<file path="config.mk">
export PLATFORM = sky130hd
export DESIGN_NAME = path_point_decimator_top
export DESIGN_NICKNAME = d
export VERILOG_FILES = /design/src/ppd_pkg.sv /design/src/ppd_dist.sv /design/src/ppd_out_stage.sv /design/src/path_point_decimator_top.sv
export SDC_FILE = /design/constraint.sdc
export NUM_CORES = 2
export LEC_CHECK = 0
export BUFFER_PORTS_ARGS = -buffer_cell sky130_fd_sc_hd__buf_4
export CORE_MARGIN = 3
export CORE_UTILIZATION = 25
export CTS_CLUSTER_SIZE = 16
export DETAILED_ROUTE_END_ITERATION = 16
export SLEW_MARGIN = 20
export SYNTH_ARGS = -nofsm -noshare
export SYNTH_HDL_FRONTEND = slang
export SYNTH_SLANG_ARGS = --single-unit
export TNS_END_PERCENT = 5
</file>
<file path="constraint.sdc">
create_clock -name aclk -period 22.3 [get_ports aclk]
set_input_delay 2.23 -clock aclk [delete_from_list [all_inputs] [get_ports aclk]]
set_output_delay 2.23 -clock aclk [all_outputs]
set_load 0.01 [all_outputs]
</file>
<file path="src/ppd_pkg.sv">
`timescale 1ns / 1ps
// Package for the path point decimator: shared widths, saturation constants,
// the distance unit result type and a saturating add. Depends on nothing.
package ppd_pkg;

    localparam int COORD_WIDTH_DEF = 24;
    localparam int CFG_W           = 24;
    localparam int LEN_W           = 32;

    localparam logic [LEN_W-1:0] LEN_SAT = '1;
    // (2^32-1)^2: a sum of squares at or above this gives a saturated distance
    localparam logic [63:0]      SQ_LIM  = 64'hFFFF_FFFE_0000_0001;

    typedef struct packed {
        logic             done;
        logic [LEN_W-1:0] gap;
    } dist_res_t;

    function automatic logic [LEN_W-1:0] sat_add(input logic [LEN_W-1:0] a,
                                                 input logic [LEN_W-1:0] b);
        logic [LEN_W:0] s;
        s = {1'b0, a} + {1'b0, b};
        return s[LEN_W] ? LEN_SAT : s[LEN_W-1:0];
    endfunction

endpackage

</file>
<file path="src/ppd_dist.sv">
`timescale 1ns / 1ps
// Distance unit: one shared squarer and a bit-serial integer square root.
// Depends on ppd_pkg.
module ppd_dist #(
    parameter int COORD_WIDTH = ppd_pkg::COORD_WIDTH_DEF
) (
    input  logic                          aclk,
    input  logic                          aresetn,
    input  logic                          start,
    input  logic signed [COORD_WIDTH-1:0] x,
    input  logic signed [COORD_WIDTH-1:0] y,
    input  logic signed [COORD_WIDTH-1:0] px,
    input  logic signed [COORD_WIDTH-1:0] py,
    output ppd_pkg::dist_res_t            res
);

    localparam int MAG_W  = COORD_WIDTH + 1;
    localparam int SQ_W   = 2 * MAG_W;
    localparam int SUM_W  = SQ_W + 1;
    localparam int ROOT_W = (SUM_W + 1) / 2;
    localparam int RAD_W  = 2 * ROOT_W;
    localparam int REM_W  = ROOT_W + 2;
    localparam int CNT_W  = $clog2(ROOT_W);
    localparam int EXT_W  = (SUM_W > 64) ? SUM_W : 64;

    typedef enum logic [2:0] {
        ST_IDLE,
        ST_SQ_X,
        ST_SQ_Y,
        ST_ADD,
        ST_ROOT
    } state_t;

    state_t                   state_reg, state_next;
    logic [MAG_W-1:0]         ax_reg, ax_next, ay_reg, ay_next;
    logic [SQ_W-1:0]          prod_reg, prod_next, sq_reg, sq_next;
    logic [RAD_W-1:0]         rad_reg, rad_next;
    logic [REM_W-1:0]         rem_reg, rem_next;
    logic [ROOT_W-1:0]        root_reg, root_next;
    logic [CNT_W-1:0]         cnt_reg, cnt_next;
    logic                     sat_reg, sat_next;
    logic                     done_reg, done_next;
    logic [ppd_pkg::LEN_W-1:0] dist_reg, dist_next;

    logic [MAG_W-1:0] dx, dy, mul_op;
    logic [SQ_W-1:0]  prod;
    logic [SUM_W-1:0] sum;
    logic [REM_W-1:0] trial_rem, trial_sub;
    logic             fits;

    assign dx = {x[COORD_WIDTH-1], x} - {px[COORD_WIDTH-1], px};
    assign dy = {y[COORD_WIDTH-1], y} - {py[COORD_WIDTH-1], py};

    // Shared squarer: x difference first, then y difference
    assign mul_op = (state_reg == ST_SQ_X) ? ax_reg : ay_reg;
    assign prod   = mul_op * mul_op;
    assign sum    = SUM_W'(sq_reg) + SUM_W'(prod_reg);

    // One root digit per cycle
    assign trial_rem = {rem_reg[REM_W-3:0], rad_reg[RAD_W-1 -: 2]};
    assign trial_sub = {root_reg, 2'b01};
    assign fits      = trial_rem >= trial_sub;

    always_comb begin
        state_next = state_reg;
        ax_next    = ax_reg;
        ay_next    = ay_reg;
        prod_next  = prod_reg;
        sq_next    = sq_reg;
        rad_next   = rad_reg;
        rem_next   = rem_reg;
        root_next  = root_reg;
        cnt_next   = cnt_reg;
        sat_next   = sat_reg;
        done_next  = 1'b0;
        dist_next  = dist_reg;
        case (state_reg)
            ST_IDLE: begin
                if (start) begin
                    ax_next    = dx[MAG_W-1] ? (MAG_W'(0) - dx) : dx;
                    ay_next    = dy[MAG_W-1] ? (MAG_W'(0) - dy) : dy;
                    state_next = ST_SQ_X;
                end
            end
            ST_SQ_X: begin
                prod_next  = prod;
                state_next = ST_SQ_Y;
            end
            ST_SQ_Y: begin
                sq_next    = prod_reg;
                prod_next  = prod;
                state_next = ST_ADD;
            end
            ST_ADD: begin
                rad_next   = RAD_W'(sum);
                sat_next   = EXT_W'(sum) >= EXT_W'(ppd_pkg::SQ_LIM);
                rem_next   = '0;
                root_next  = '0;
                cnt_next   = '0;
                state_next = ST_ROOT;
            end
            ST_ROOT: begin
                rad_next  = rad_reg << 2;
                rem_next  = fits ? (trial_rem - trial_sub) : trial_rem;
                root_next = {root_reg[ROOT_W-2:0], fits};
                cnt_next  = cnt_reg + CNT_W'(1);
                if (cnt_reg == CNT_W'(ROOT_W - 1)) begin
                    dist_next  = sat_reg ? ppd_pkg::LEN_SAT
                                         : ppd_pkg::LEN_W'(root_next);
                    done_next  = 1'b1;
                    state_next = ST_IDLE;
                end
            end
            default: begin
                state_next = ST_IDLE;
            end
        endcase
    end

    always_ff @(posedge aclk) begin
        if (!aresetn) begin
            state_reg <= ST_IDLE;
            done_reg  <= 1'b0;
        end else begin
            state_reg <= state_next;
            done_reg  <= done_next;
        end
        ax_reg   <= ax_next;
        ay_reg   <= ay_next;
        prod_reg <= prod_next;
        sq_reg   <= sq_next;
        rad_reg  <= rad_next;
        rem_reg  <= rem_next;
        root_reg <= root_next;
        cnt_reg  <= cnt_next;
        sat_reg  <= sat_next;
        dist_reg <= dist_next;
    end

    assign res.done = done_reg;
    assign res.gap  = dist_reg;

endmodule

</file>
<file path="src/ppd_out_stage.sv">
`timescale 1ns / 1ps
// Output register for result requests: holds one result until taken.
// Depends on nothing.
module ppd_out_stage #(
    parameter int WIDTH = 8
) (
    input  logic             aclk,
    input  logic             aresetn,
    input  logic             in_valid,
    output logic             in_ready,
    input  logic [WIDTH-1:0] in_data,
    output logic             out_valid,
    input  logic             out_ready,
    output logic [WIDTH-1:0] out_data
);

    logic             valid_reg;
    logic [WIDTH-1:0] data_reg;

    assign in_ready = !valid_reg || out_ready;

    always_ff @(posedge aclk) begin
        if (!aresetn) begin
            valid_reg <= 1'b0;
        end else if (in_valid && in_ready) begin
            valid_reg <= 1'b1;
        end else if (out_ready) begin
            valid_reg <= 1'b0;
        end
        if (in_valid && in_ready) begin
            data_reg <= in_data;
        end
    end

    assign out_valid = valid_reg;
    assign out_data  = data_reg;

endmodule

</file>
<file path="src/path_point_decimator_top.sv">
`timescale 1ns / 1ps
// Path point decimator top level: sequencer, path state and result queue.
// Depends on ppd_pkg, ppd_dist and ppd_out_stage.
//
//  Channel  | Direction | Payload
//  ---------+-----------+-------------------------------------------------
//  s_       | in        | tdata: point_x, point_y; tlast: path_end
//  m_       | out       | tdata: kept_x, kept_y, arc_length; tuser: has_point;
//           |           | tlast: last_of_path
//  cfg_     | in        | cfg_wdata: min_point_spacing (write only)
//
// The first point of a path is queued directly. For any later point the
// distance unit squares both differences on one multiplier, then runs
// COORD_WIDTH + 2 root digits, one per cycle; the sequencer then
// accumulates the distance, decides, and queues each result in turn.
// Reset is synchronous, active low, and clears the path state and the
// spacing register. A stalled m_ side holds the last result in the output
// register; s_tready stays low until all results of a point are queued.
module path_point_decimator_top #(
    parameter int COORD_WIDTH = ppd_pkg::COORD_WIDTH_DEF
) (
    input  logic                        aclk,
    input  logic                        aresetn,
    // configuration
    input  logic                        cfg_we,
    input  logic [ppd_pkg::CFG_W-1:0]   cfg_wdata,   // min_point_spacing
    // input points
    input  logic                        s_tvalid,
    output logic                        s_tready,
    input  logic [((2*COORD_WIDTH+7)/8)*8-1:0] s_tdata, // point_x, point_y
    input  logic                        s_tlast,     // path_end
    // kept points
    output logic                        m_tvalid,
    input  logic                        m_tready,
    output logic [((2*COORD_WIDTH+ppd_pkg::LEN_W+7)/8)*8-1:0] m_tdata,
                                                     // kept_x, kept_y, arc_length
    output logic                        m_tuser,     // has_point
    output logic                        m_tlast      // last_of_path
);

    localparam int CW    = COORD_WIDTH;
    localparam int LW    = ppd_pkg::LEN_W;
    localparam int OUT_W = ((2*CW+LW+7)/8)*8;
    localparam int RES_W = OUT_W + 2;

    // kept point count of the current path
    localparam logic [1:0] KC_NONE = 2'd0;
    localparam logic [1:0] KC_ONE  = 2'd1;
    localparam logic [1:0] KC_TWO  = 2'd2;
    localparam logic [1:0] KC_MANY = 2'd3;

    typedef enum logic [1:0] {
        ST_IDLE,
        ST_DIST,
        ST_DECIDE,
        ST_EMIT
    } state_t;

    // Result word: {last_of_path, has_point, padded tdata}
    function automatic logic [RES_W-1:0] pack(input logic [CW-1:0] x,
                                              input logic [CW-1:0] y,
                                              input logic [LW-1:0] len,
                                              input logic          has,
                                              input logic          last);
        logic [RES_W-1:0] r;
        r = '0;
        r[CW-1:0]       = x;
        r[2*CW-1:CW]    = y;
        r[2*CW+LW-1:2*CW] = len;
        r[OUT_W]        = has;
        r[OUT_W+1]      = last;
        return r;
    endfunction

    state_t                  state_reg, state_next;
    logic [ppd_pkg::CFG_W-1:0] mps_reg;
    logic [1:0]              kc_reg, kc_next;
    logic signed [CW-1:0]    prev_x_reg, prev_x_next, prev_y_reg, prev_y_next;
    logic signed [CW-1:0]    first_x_reg, first_x_next, first_y_reg, first_y_next;
    logic signed [CW-1:0]    held_x_reg, held_x_next, held_y_reg, held_y_next;
    logic [LW-1:0]           held_len_reg, held_len_next;
    logic [LW-1:0]           since_reg, since_next, total_reg, total_next;
    logic signed [CW-1:0]    in_x_reg, in_x_next, in_y_reg, in_y_next;
    logic                    in_end_reg, in_end_next;
    logic [RES_W-1:0]        slot0_reg, slot0_next, slot1_reg, slot1_next;
    logic [1:0]              n_reg, n_next;
    logic                    idx_reg, idx_next;

    logic signed [CW-1:0]    s_x, s_y;
    logic                    dist_start;
    ppd_pkg::dist_res_t      dist_res;
    logic                    keep;
    logic [1:0]              kc_a, n_a;
    logic [CW:0]             mid_x_sum, mid_y_sum;
    logic                    push_valid, push_ready;
    logic [RES_W-1:0]        push_data, out_q;

    assign s_x = s_tdata[CW-1:0];
    assign s_y = s_tdata[2*CW-1:CW];

    assign s_tready = (state_reg == ST_IDLE);

    ppd_dist #(
        .COORD_WIDTH(CW)
    ) u_dist (
        .aclk   (aclk),
        .aresetn(aresetn),
        .start  (dist_start),
        .x      (s_x),
        .y      (s_y),
        .px     (prev_x_reg),
        .py     (prev_y_reg),
        .res    (dist_res)
    );

    // Keep once the distance since the last kept point exceeds the spacing
    assign keep = since_reg > LW'(mps_reg);

    // Floor midpoint: the sign-extended sum shifted right by one. The second
    // kept point is the incoming one when it was kept just now.
    assign mid_x_sum = {first_x_reg[CW-1], first_x_reg}
                     + ((kc_reg == KC_ONE) ? {in_x_reg[CW-1], in_x_reg}
                                           : {held_x_reg[CW-1], held_x_reg});
    assign mid_y_sum = {first_y_reg[CW-1], first_y_reg}
                     + ((kc_reg == KC_ONE) ? {in_y_reg[CW-1], in_y_reg}
                                           : {held_y_reg[CW-1], held_y_reg});

    always_comb begin
        state_next    = state_reg;
        kc_next       = kc_reg;
        prev_x_next   = prev_x_reg;
        prev_y_next   = prev_y_reg;
        first_x_next  = first_x_reg;
        first_y_next  = first_y_reg;
        held_x_next   = held_x_reg;
        held_y_next   = held_y_reg;
        held_len_next = held_len_reg;
        since_next    = since_reg;
        total_next    = total_reg;
        in_x_next     = in_x_reg;
        in_y_next     = in_y_reg;
        in_end_next   = in_end_reg;
        slot0_next    = slot0_reg;
        slot1_next    = slot1_reg;
        n_next        = n_reg;
        idx_next      = idx_reg;
        dist_start    = 1'b0;
        push_valid    = 1'b0;
        push_data     = idx_reg ? slot1_reg : slot0_reg;
        kc_a          = kc_reg;
        n_a           = 2'd0;
        case (state_reg)
            ST_IDLE: begin
                if (s_tvalid) begin
                    in_x_next   = s_x;
                    in_y_next   = s_y;
                    in_end_next = s_tlast;
                    if (kc_reg == KC_NONE) begin
                        // First point of a path: keep it at arc length zero
                        slot0_next   = pack(s_x, s_y, '0, 1'b1, s_tlast);
                        n_next       = 2'd1;
                        idx_next     = 1'b0;
                        first_x_next = s_x;
                        first_y_next = s_y;
                        prev_x_next  = s_x;
                        prev_y_next  = s_y;
                        since_next   = '0;
                        total_next   = '0;
                        kc_next      = s_tlast ? KC_NONE : KC_ONE;
                        state_next   = ST_EMIT;
                    end else begin
                        dist_start = 1'b1;
                        state_next = ST_DIST;
                    end
                end
            end
            ST_DIST: begin
                if (dist_res.done) begin
                    since_next  = ppd_pkg::sat_add(since_reg, dist_res.gap);
                    total_next  = ppd_pkg::sat_add(total_reg, dist_res.gap);
                    prev_x_next = in_x_reg;
                    prev_y_next = in_y_reg;
                    state_next  = ST_DECIDE;
                end
            end
            ST_DECIDE: begin
                if (keep) begin
                    since_next = '0;
                    case (kc_reg)
                        KC_ONE: begin
                            // Hold the second kept point back for a possible midpoint
                            held_x_next   = in_x_reg;
                            held_y_next   = in_y_reg;
                            held_len_next = total_reg;
                            kc_a          = KC_TWO;
                        end
                        KC_TWO: begin
                            slot0_next = pack(held_x_reg, held_y_reg, held_len_reg,
                                              1'b1, 1'b0);
                            slot1_next = pack(in_x_reg, in_y_reg, total_reg,
                                              1'b1, in_end_reg);
                            n_a        = 2'd2;
                            kc_a       = KC_MANY;
                        end
                        default: begin
                            slot0_next = pack(in_x_reg, in_y_reg, total_reg,
                                              1'b1, in_end_reg);
                            n_a        = 2'd1;
                        end
                    endcase
                end
                if (in_end_reg) begin
                    if (kc_a == KC_TWO) begin
                        // Exactly two kept points: insert the midpoint first
                        slot0_next = pack(mid_x_sum[CW:1], mid_y_sum[CW:1],
                                          held_len_next >> 1, 1'b1, 1'b0);
                        slot1_next = pack(held_x_next, held_y_next, held_len_next,
                                          1'b1, 1'b1);
                        n_a        = 2'd2;
                    end else if (kc_a == KC_ONE || !keep) begin
                        // Bare end marker: the final point was not kept, so no result carries the path end
                        slot0_next = pack('0, '0, '0, 1'b0, 1'b1);
                        n_a        = 2'd1;
                    end
                    kc_a       = KC_NONE;
                    since_next = '0;
                    total_next = '0;
                end
                kc_next    = kc_a;
                n_next     = n_a;
                idx_next   = 1'b0;
                state_next = (n_a == 2'd0) ? ST_IDLE : ST_EMIT;
            end
            ST_EMIT: begin
                push_valid = 1'b1;
                if (push_ready) begin
                    idx_next = 1'b1;
                    if (2'(idx_reg) + 2'd1 == n_reg) begin
                        state_next = ST_IDLE;
                    end
                end
            end
            default: begin
                state_next = ST_IDLE;
            end
        endcase
    end

    always_ff @(posedge aclk) begin
        if (!aresetn) begin
            state_reg  <= ST_IDLE;
            mps_reg    <= '0;
            kc_reg     <= KC_NONE;
            prev_x_reg <= '0;
            prev_y_reg <= '0;
            since_reg  <= '0;
            total_reg  <= '0;
            n_reg      <= 2'd0;
            idx_reg    <= 1'b0;
        end else begin
            state_reg  <= state_next;
            kc_reg     <= kc_next;
            prev_x_reg <= prev_x_next;
            prev_y_reg <= prev_y_next;
            since_reg  <= since_next;
            total_reg  <= total_next;
            n_reg      <= n_next;
            idx_reg    <= idx_next;
            if (cfg_we) begin
                mps_reg <= cfg_wdata;
            end
        end
        first_x_reg  <= first_x_next;
        first_y_reg  <= first_y_next;
        held_x_reg   <= held_x_next;
        held_y_reg   <= held_y_next;
        held_len_reg <= held_len_next;
        in_x_reg     <= in_x_next;
        in_y_reg     <= in_y_next;
        in_end_reg   <= in_end_next;
        slot0_reg    <= slot0_next;
        slot1_reg    <= slot1_next;
    end

    // Output register parts the result queue from the m_ side
    ppd_out_stage #(
        .WIDTH(RES_W)
    ) u_out (
        .aclk     (aclk),
        .aresetn  (aresetn),
        .in_valid (push_valid),
        .in_ready (push_ready),
        .in_data  (push_data),
        .out_valid(m_tvalid),
        .out_ready(m_tready),
        .out_data (out_q)
    );

    assign m_tdata = out_q[OUT_W-1:0];
    assign m_tuser = out_q[OUT_W];
    assign m_tlast = out_q[OUT_W+1];

    // A point that opens a path goes straight to the result queue
    assert property (@(posedge aclk) disable iff (!aresetn)
        (s_tvalid && s_tready && kc_reg == KC_NONE) |=> (state_reg == ST_EMIT))
        else $error("first point did not go to the result queue");

    // The distance unit only finishes while the sequencer waits for it
    assert property (@(posedge aclk) disable iff (!aresetn)
        dist_res.done |-> (state_reg == ST_DIST))
        else $error("distance result outside of the wait state");

    // Queuing the final result of a path means the path state is already cleared
    assert property (@(posedge aclk) disable iff (!aresetn)
        (push_valid && push_ready && push_data[OUT_W+1]) |-> (kc_reg == KC_NONE))
        else $error("path end queued while a path is still open");

    // A bare end marker is zero and closes the path
    assert property (@(posedge aclk) disable iff (!aresetn)
        (m_tvalid && !m_tuser) |-> (m_tlast && m_tdata == '0))
        else $error("malformed end marker");

endmodule

</file>
==> impl_metrics.py <==
metrics = {
    "run_status": {
        "status": "finished clean",
    },
    "floorplanning": {
        "start_util": 0.252,
        "die_h_um": 516,
        "core_um2": 258000,
        "dieArea_um2": 267000,
        "rows": 186,
        "die_width_um": 516,
        "io_pins": 162,
    },
    "worst_setup_path": {
        "arrival_ps": 10380,
        "worstRegToRegCells": 29,
        "r2r_slack_ps": 12380,
        "critical_path_class": "reg2reg",
        "cp.required_ps": 22760,
        "critPathTopFamily": "adder cells",
        "worstSetupEndpointType": "register",
        "rr_startpoint": "u_dist.state_reg[2]",
        "cp_max_fo": 31,
        "crit_path_start_kind": "register",
        "timing.rr.end": "u_dist.prod_reg[48]",
        "critical-path-slowest-cell": "clkinv_1",
        "critPathBufInv": 8,
        "cpMostUsedCell": "fa_1",
        "slowest_delay_ps": 960,
    },
    "timing": {
        "tns_ps": 0,
        "finalCritPeriodShare": 0.445,
        "setup-violations-final": 0,
        "fmax_ghz": 0.101,
        "tightestPinTransition_ps": 1200,
        "finalHoldViolations": 0,
        "rsz0062_at_grt": "false",
        "fin_crit_ps": 9920,
        "drv_slew": 0,
        "skew_ps": 62.4,
        "maxSlewHeadroom": 0.198,
    },
    "cells_and_area": {
        "multi_input_comb_area_um2": 36900,
        "post-route-util": 0.286,
        "areaGrowthSynthToFinish_pct": 13.1,
        "final_layout_size_suffix_gt1_frac": 0.104,
        "nets": 7485,
        "ff_latch_area_um2": 24200,
        "fill_cells": 26700,
    },
    "clock_network": {
        "clk_path_buf_depth": 3,
        "cts_made_buffers": 98,
        "cts_tree": "yes",
        "path_clk_slew_ps": 60,
        "cts_max_level": 3,
        "cts_sinks": 854,
        "post_cts_buffers": 0,
        "clockRootBuffer": "clkbuf_16",
        "clock_insertion_delay_worst_skew_ps": 730,
        "cts.repair.resized": 0,
        "hold_buffers": 0,
    },
    "detailed_routing": {
        "vias": 49200,
        "viasPerCell": 4.93,
        "drtIter0Drc": 4413,
        "dr.pass1.iters": 6,
        "drc": 0,
        "totalWireLength_um": 195000,
        "antenna_left": 0,
        "route.detailed.wl_per_inst_um": 19.5,
    },
    "hold_path": {
        "hold_class": "reg2reg",
        "worstHoldStart": "u_dist.prod_reg[2]",
        "hold-path-cell-count": 0,
        "holdPathEnd": "u_dist.sq_reg[2]",
    },
    "yosys": {
        "yosys.area.top_type": "edfxtp_1",
        "ys_top_cells_by_area": "edfxtp_1 (33%), fa_1 (15%), ha_1 (8.3%)",
        "synth_top_area_frac": 0.326,
        "syn-num-nets": 7420,
        "synthFlopType": "edfxtp_1",
        "synth_cell_type_count": 89,
        "synth-async-reset-ratio": 0,
        "synth_edf_count": 706,
        "ys_seq_area_frac": 0.371,
        "syn_avg_cell_area_um2": 10.1,
        "synthCells": 6436,
        "yosys_warnings": 0,
        "synth-seq-cells": 854,
        "syn-cell-area_um2": 65100,
        "yosys-top-cells-count": "inv_1 (843), edfxtp_1 (706), nand2_1 (669), nor2_1 (533), fa_1 (472)",
        "yosysMostFrequentCell": "inv_1",
    },
    "place": {
        "place_congestion": 0.906,
        "place_hpwl_um": 141000,
        "portBuffers": 161,
    },
    "global_routing": {
        "grt_pass1_vias": 50600,
        "track_usage": 0.144,
        "grt_pass1_wl_um": 300000,
        "grt_max_degree": 101,
        "antenna_found_initial": 27,
        "grt_overflow": 0,
    },
    "job": {
        "maxCapViolCount": 0,
    },
}
how the worst max path moves through the flow:
stage | end | slack, ps | cells after the start | start
after floorplan | u_dist.prod_reg[48] | 13650 | 30 | u_dist.state_reg[0]
after global placement | u_dist.prod_reg[48] | 12810 | 29 | u_dist.state_reg[2]
after detailed placement | u_dist.prod_reg[48] | 12470 | 29 | u_dist.state_reg[2]
after CTS | u_dist.prod_reg[48] | 12410 | 29 | u_dist.state_reg[2]
after global routing | u_dist.prod_reg[48] | 11870 | 29 | u_dist.state_reg[2]
final | u_dist.prod_reg[48] | 12380 | 29 | u_dist.state_reg[2]
through the flow:
stage | hold slack (ps) | cell area [µm²] | worst slack, ps | std cells
global route | 436 | 73600 | 11870 | 9980
global placement | 435 | 70200 | 12810 | 9784
detailed placement | 437 | 70200 | 12470 | 9785
finish | 428 | 73600 | 12380 | 9983
CTS | 425 | 73600 | 12410 | 9970
floorplan | 426 | 65100 | 13650 | 6436
layout make-up:
type | instances | area share
sequential | 854 | 0.328
timing repair buffer | 226 | 0.0233
multi-input combinational | 4467 | 0.501
tap | 3384 | 0.0575
antenna | 13 | 0.000442
clock buffer | 129 | 0.0362
inverter | 854 | 0.0437
clock inverter | 56 | 0.00948
cells by family (layout without fill, tap and decap cells):
group	count (synthesis)	after routing	share of synthesized area
adder cells (fa/ha/maj)	906	906	0.229
flip-flops	854	854	0.371
XOR/XNOR	255	255	0.0343
AO/OA/AOI/OAI	1386	1386	0.140
AND/OR/NAND/NOR	1597	1597	0.107
buffers and inverters	1115	1265	0.0648
multiplexers	323	323	0.0541
other	0	13	0
cells in the final DEF (no fill, tap or decap), types with 32 or more instances in the layout:
| cell | count |
|---|---|
| nand2_1 | 664 |
| mux2_2 | 231 |
| a31oi_1 | 122 |
| xor2_1 | 92 |
| a22o_1 | 32 |
| a211oi_1 | 89 |
| ha_1 | 433 |
| o211ai_1 | 41 |
| nor3_1 | 62 |
| a221o_1 | 38 |
| clkbuf_16 | 99 |
| buf_4 | 225 |
| nor2_1 | 532 |
| nand2b_1 | 36 |
| edfxtp_1 | 706 |
| o21a_1 | 52 |
| dfxtp_1 | 147 |
| o21ai_0 | 262 |
| xnor2_1 | 163 |
| and3_1 | 37 |
| a21o_1 | 134 |
| mux2i_1 | 89 |
| fa_1 | 472 |
| nor2b_1 | 38 |
| inv_1 | 840 |
| a21oi_1 | 347 |
| nand3_1 | 63 |
metal layers:
layer | up-vias | routed length, µm | track usage
li1 | 22500 | - | -
met1 | 24600 | 82500 | 0.185
met2 | 1734 | 91400 | 0.240
met3 | 374 | 12400 | 0.0196
met4 | 0 | 8820 | 0.0633
met5 | - | 0 | 0
worst reg2reg max path: cells and delay by family, from the launching register on:
kind                       cells  cell delay (ps)
xor gates and xnor gates       1               90
DFF                            1              390
adders and majority gates      8             3810
AOI/OAI and AO/OA              6             1520
muxes                          1              750
and+or+nand+nor                5             1230
buffers and inverters          8             1870
Power is not shown: default switching activity piles up to over one toggle a cycle in this logic, so the estimate is an artifact.
